[src/hw/rtl/nrrcp_pkg.sv]
// ----------------------------------------------------------------------------
// nrrcp_pkg: shared types and constants of the round-robin NUMA core picker
// Item and result transaction types, opcodes, controller states and the
// command and status groups between controller and datapath.
// ----------------------------------------------------------------------------
package nrrcp_pkg;

	localparam int NODE_COUNT_W  = 5;
	localparam int POPULATED_W   = 5;
	localparam int DIVIDEND_W    = 17;
	localparam int STEP_W        = 5;
	localparam int MIN_POPULATED = 2;

	localparam logic OP_ADD  = 1'b0;
	localparam logic OP_PICK = 1'b1;

	localparam logic STATUS_OK   = 1'b0;
	localparam logic STATUS_FAIL = 1'b1;

	typedef struct packed {
		logic        opcode;
		logic [7:0]  core_id;
		logic [3:0]  node_id;
		logic [15:0] worker_index;
		logic [15:0] start_offset;
		logic [15:0] worker_count;
	} item_t;

	typedef struct packed {
		logic       status;
		logic [7:0] chosen_core;
	} result_t;

	typedef enum logic [2:0] {
		ST_IDLE,
		ST_DECODE,
		ST_ADD_WR,
		ST_DIV_NODE,
		ST_READ_CNT,
		ST_PICK_CNT,
		ST_DIV_POS,
		ST_FINISH
	} state_t;

	typedef struct packed {
		logic load_item;
		logic add_write;
		logic div_start;
		logic div_sel_cnt;
		logic take_node;
		logic list_read;
		logic res_set;
		logic res_fail;
		logic res_mem;
		logic out_load;
	} cmd_t;

	typedef struct packed {
		logic is_pick;
		logic add_bad;
		logic pick_bad;
		logic cnt_full;
		logic cnt_zero;
		logic div_done;
		logic out_free;
	} stat_t;

endpackage

[src/hw/rtl/nrrcp_ctrl.sv]
// ----------------------------------------------------------------------------
// nrrcp_ctrl: controller of the core picker
// Steps one item through decode, table update or the two divisions of a
// pick, and hands the result to the output register.
// ----------------------------------------------------------------------------
module nrrcp_ctrl (
	input  logic              clk,
	input  logic              arst_n,
	input  logic              item_valid,
	output logic              item_stall,
	input  nrrcp_pkg::stat_t  stat,
	output nrrcp_pkg::cmd_t   cmd
);

	nrrcp_pkg::state_t state_q;
	nrrcp_pkg::state_t state_d;

	always_ff @(posedge clk or negedge arst_n) begin
		if (!arst_n) begin
			state_q <= nrrcp_pkg::ST_IDLE;
		end else begin
			state_q <= state_d;
		end
	end

	always_comb begin
		state_d = state_q;
		case (state_q)
			nrrcp_pkg::ST_IDLE: begin
				if (item_valid) state_d = nrrcp_pkg::ST_DECODE;
			end
			nrrcp_pkg::ST_DECODE: begin
				if (stat.is_pick) begin
					state_d = stat.pick_bad ? nrrcp_pkg::ST_FINISH : nrrcp_pkg::ST_DIV_NODE;
				end else begin
					state_d = stat.add_bad ? nrrcp_pkg::ST_FINISH : nrrcp_pkg::ST_ADD_WR;
				end
			end
			nrrcp_pkg::ST_ADD_WR: state_d = nrrcp_pkg::ST_FINISH;
			nrrcp_pkg::ST_DIV_NODE: begin
				if (stat.div_done) state_d = nrrcp_pkg::ST_READ_CNT;
			end
			nrrcp_pkg::ST_READ_CNT: state_d = nrrcp_pkg::ST_PICK_CNT;
			nrrcp_pkg::ST_PICK_CNT: begin
				state_d = stat.cnt_zero ? nrrcp_pkg::ST_FINISH : nrrcp_pkg::ST_DIV_POS;
			end
			nrrcp_pkg::ST_DIV_POS: begin
				if (stat.div_done) state_d = nrrcp_pkg::ST_FINISH;
			end
			nrrcp_pkg::ST_FINISH: begin
				if (stat.out_free) state_d = nrrcp_pkg::ST_IDLE;
			end
			default: state_d = nrrcp_pkg::ST_IDLE;
		endcase
	end

	always_comb begin
		cmd        = '0;
		item_stall = 1'b1;
		case (state_q)
			nrrcp_pkg::ST_IDLE: begin
				item_stall    = 1'b0;
				cmd.load_item = item_valid;
			end
			nrrcp_pkg::ST_DECODE: begin
				if (stat.is_pick) begin
					if (stat.pick_bad) begin
						cmd.res_set  = 1'b1;
						cmd.res_fail = 1'b1;
					end else begin
						cmd.div_start = 1'b1;
					end
				end else if (stat.add_bad) begin
					cmd.res_set  = 1'b1;
					cmd.res_fail = 1'b1;
				end
			end
			nrrcp_pkg::ST_ADD_WR: begin
				cmd.res_set   = 1'b1;
				cmd.res_fail  = stat.cnt_full;
				cmd.add_write = !stat.cnt_full;
			end
			nrrcp_pkg::ST_DIV_NODE: begin
				cmd.take_node = stat.div_done;
			end
			nrrcp_pkg::ST_READ_CNT: begin
				cmd = '0;
			end
			nrrcp_pkg::ST_PICK_CNT: begin
				cmd.div_sel_cnt = 1'b1;
				if (stat.cnt_zero) begin
					cmd.res_set  = 1'b1;
					cmd.res_fail = 1'b1;
				end else begin
					cmd.div_start = 1'b1;
				end
			end
			nrrcp_pkg::ST_DIV_POS: begin
				if (stat.div_done) begin
					cmd.list_read = 1'b1;
					cmd.res_set   = 1'b1;
					cmd.res_mem   = 1'b1;
				end
			end
			nrrcp_pkg::ST_FINISH: begin
				cmd.out_load = stat.out_free;
			end
			default: begin
				cmd        = '0;
				item_stall = 1'b1;
			end
		endcase
	end

endmodule

[config.mk]
export PLATFORM = sky130hd
export DESIGN_NAME = nrrcp_ctrl
export DESIGN_NICKNAME = d
export VERILOG_FILES = /design/src/hw/rtl/nrrcp_pkg.sv /design/src/hw/rtl/nrrcp_ctrl.sv
export SDC_FILE = /design/constraint.sdc
export NUM_CORES = 1
export LEC_CHECK = 0
export ABC_AREA = 1
export BUFFER_PORTS_ARGS = -buffer_cell sky130_fd_sc_hd__buf_2
export CORE_AREA = 2 2 39 41
export DETAILED_ROUTE_END_ITERATION = 12
export DIE_AREA = 0 0 41 43
export HOLD_SLACK_MARGIN = 0.15
export PLACE_DENSITY_LB_ADDON = 0.2
export SLEW_MARGIN = 10
export SYNTH_ARGS = -nofsm -noshare
export SYNTH_HDL_FRONTEND = slang
export SYNTH_SLANG_ARGS = --single-unit
export TNS_END_PERCENT = 100
[constraint.sdc]
create_clock -name clk -period 2.3 [get_ports clk]
set_clock_uncertainty 0.2 [all_clocks]
set_input_delay 0.23 -clock clk [delete_from_list [all_inputs] [get_ports clk]]
set_output_delay 0.23 -clock clk [all_outputs]
set_load 0.01 [all_outputs]
Word level (Yosys, flattened, before mapping)
Index checks and enable logic that the tools add are counted. Widths: inputs -> output; s select.

Logic and storage cells: 44. Input port bits: 10. Register bits after elaboration: 3.

Reduce and logical (&&, ||, !) cells: 3. Muxes and demuxes: 29. Equal/unequal tests: 11.

Operators by type and width (number): $pmux 3 s8 (1); $mux 3 (7); $mux 1 (13); $eq 3x3->1 const B (4); $mux 2 (5); $ne 2x2->1 const B (4); $eq 3x2->1 const B (2); $pmux 1 s4 (1); $reduce_and 4->1 (1); $eq 3x1->1 const B (1); $logic_not 3->1 (1); $pmux 1 s3 (1); $pmux 1 s2 (1); $logic_not 1->1 (1).

Longest topological paths before layout
Word-level depth: 3. Mapped depth: 8. Depth with buffers taken out: 7.

Worst setup path before layout
No wires, ideal clock.

Path type: register to output. Start point: reg state_q[0]. End point: out cmd[3] (netlist name). Setup slack: 832 ps. Cell stages (with the launch flop): 6. Required time: 1870 ps. Arrival time: 1038 ps. Buffers on the path: 1. Cell sequence: dfrtp_1 > buf_6 > inv_4 > nand3_1 > nor2_1 > nand3b_1.

RTL lines: start, declared (RTL line nrrcp_ctrl.sv:15) `nrrcp_pkg::state_t state_q;`; start signal, assigned (RTL line nrrcp_ctrl.sv:20) `state_q <= nrrcp_pkg::ST_IDLE;`; start signal, assigned (RTL line nrrcp_ctrl.sv:22) `state_q <= state_d;`; end, declared (RTL line nrrcp_ctrl.sv:12) `output nrrcp_pkg::cmd_t cmd`.

==> results.tsv <==
metric	value	unit
status	finished clean	
row_count	14	
avgSynthCellArea	6.047	um2
globalplace.congestion	0.8072	
reg_top3	state_q (3)	
root_buffer	clkbuf_4	
whs_endpoint	state_q[0]$_DFFE_PN0P_	
grt_max_degree	11	
power_density	1253	mW/mm2
clock.fmax	531.0	MHz
drive_gt1_share	38.64	%
ys_warn_count	0	
leakagePower	0.3346	nW
cp-end-kind	output pin	
critPathMaxFanout	9	
die-area	0.001763	mm2
largest_reg_flops	3	
regToRegSetupSlack	0.89	ns
cts_max_level	1	
top_register	state_q	
syn-num-nets	76	
synth.distinct_cells	16	
setup_tns	0	ns
grt_usage	11.78	%
min_path_cells	5	
critical_path_arrival	1.45	ns
finalCritPeriodShare	81.87	%
grt_setup_unrepaired	no	
period_minus_slack	1.883	ns
cts_resized	0	
syn_to_final_growth	31.35	%
cts.reportedPaths.clkPinSlew	0.04	ns
clk_latency	0.24	ns
hpwl	668	um
startpoint_type	flip-flop	
dieHeight	43	um
critPathLaunch	state_q[2]$_DFFE_PN0P_	
grt_pass1_wl	1449	um
synthCells	66	
fill_cells	155	
wl	840	um
clock_path_buffers	2	
antenna_found_initial	0	
r2r-start	state_q[2]$_DFFE_PN0P_	
final-setup-viol-count	0	
cap_viol_max_count	0	
r2r_cells	7	
first_global_vias	390	
vias	454	
cts_tree	done	
r2r-end	state_q[0]$_DFFE_PN0P_	
dr.pass1.iters	4	
port_buffers	20	
hp-start	stat[1]	
cts_buffers	3	
hold_viol	0	
grt.overflow.total	0	
synth_area	399.1	um2
ant_nets	0	
tightest_slew	0.4288	ns
ys_ff_latch	3	
diodes	0	
max-vdd-ir-drop	0.3860	mV
critPathKind	flip-flop to output pin	
clock-sinks	3	
relSlewSlack	71.41	%
final_nets	99	
post_drt_wl_per_cell	8.077	um
num_io_pins	21	
drt_iter0_markers	5	
hp-class	input port to flip-flop	
start_util	28.84	%
die_w	41	um
seq_area_frac_synth	18.81	%
core	0.001384	mm2
crit_required	1.87	ns
hold_ws	0.1970	ns
drcViolationCount	0	
vias_per_cell	4.365	
final-max-slew-violation-count	0	
[final cells by class]
type	instances	area [um2]	area share, %
Timing Repair Buffer	22	120.1	22.91
Multi-Input combinational cell	46	231.5	44.15
Inverter	13	51.30	9.785
Clock buffer	4	26.28	5.012
Tap cell	16	20.02	3.819
Sequential cell	3	75.07	14.32
[cell usage in the layout, fill, tap and decap left out, drive strengths merged]
| master | instances |
|---|---|
| dfrtp | 3 |
| nor2 | 7 |
| dlygate4sd3 | 2 |
| nand4 | 2 |
| buf | 20 |
| inv | 13 |
| nand2 | 21 |
| o21ai | 3 |
| nand3b | 1 |
| nand3 | 12 |
| clkbuf | 4 |
[per-layer routing]
| layer | GRT usage [%] | up-vias | part of all wire [%] |
|---|---|---|---|
| met3 | 1.571 | 2 | 6.2 |
| met5 | 0 | - | 0 |
| met2 | 18.13 | 15 | 46 |
| met4 | 6.000 | 0 | 1.5 |
| li1 | - | 250 | - |
| met1 | 15.26 | 187 | 47 |
[cells in the mapped netlist]
master	n	area, um2
inv_2	4	15.01
nand3_1	11	55.05
nand3b_1	1	7.510
nand2_2	4	25.02
nand3_2	1	10.01
o21ai_0	2	10.01
dfrtp_1	3	75.07
buf_4	1	7.510
nor2_8	1	20.02
o21ai_1	1	5.000
nand2_1	17	63.81
nand4_1	2	12.51
nor2_1	6	22.52
buf_6	3	33.78
inv_1	8	30.03
inv_4	1	6.260
[how the worst max path moves through the flow]
stage / slack (ns) / end
finish: 0.42 / cmd[2]
global route: 0.27 / cmd[2]
CTS: 0.40 / cmd[2]
detailed placement: 0.66 / cmd[2]
global placement: 0.67 / cmd[2]
floorplan: 0.83 / cmd[3]
[report_power, final]
part | internal (W) | switching (W) | leakage, nW
registers | 0.0000817 | 0.0000963 | 0.0349
clock network | 0.0000651 | 0.0000288 | 0.0150
logic | 0.000162 | 0.000223 | 0.285
[through the flow]
step           std cells  cell area, um2  setup slack, ns  util, %  total power, W
2_1_floorplan         66           399.1           0.8325        -       0.0005060
3_3_place_gp          98           478.0           0.6682    34.54       0.0005586
3_5_place_dp          98           478.0           0.6583    34.54       0.0005613
4_1_cts              104           524.3           0.4037    37.88       0.0006588
5_1_grt              104           524.3           0.2716    37.88       0.0007283
6_report             104           524.3           0.4169    37.88       0.0006568
[logic make-up after synthesis]
logic type,after synthesis,synth area share [%]
buffers and inverters,17,23.20
and+or+nand+nor,43,54.23
DFF,3,18.81
AOI/OAI and AO/OA,3,3.761
[timing repair]
action	4_1_cts	5_1_grt
endpoints found under the hold margin	3	0
hold buffers	2	0
setup buffers	0	0
[critical path, cell delays in order, from the launching register on]
cell and delay (ns):
dfrtp_1 0.52, nor2_8 0.19, nand2_2 0.07, inv_2 0.07, nand2_2 0.05, nand2_1 0.06, inv_1 0.05, o21ai_1 0.06
buf_2 0.14
Power figures use the tool's default switching activity.
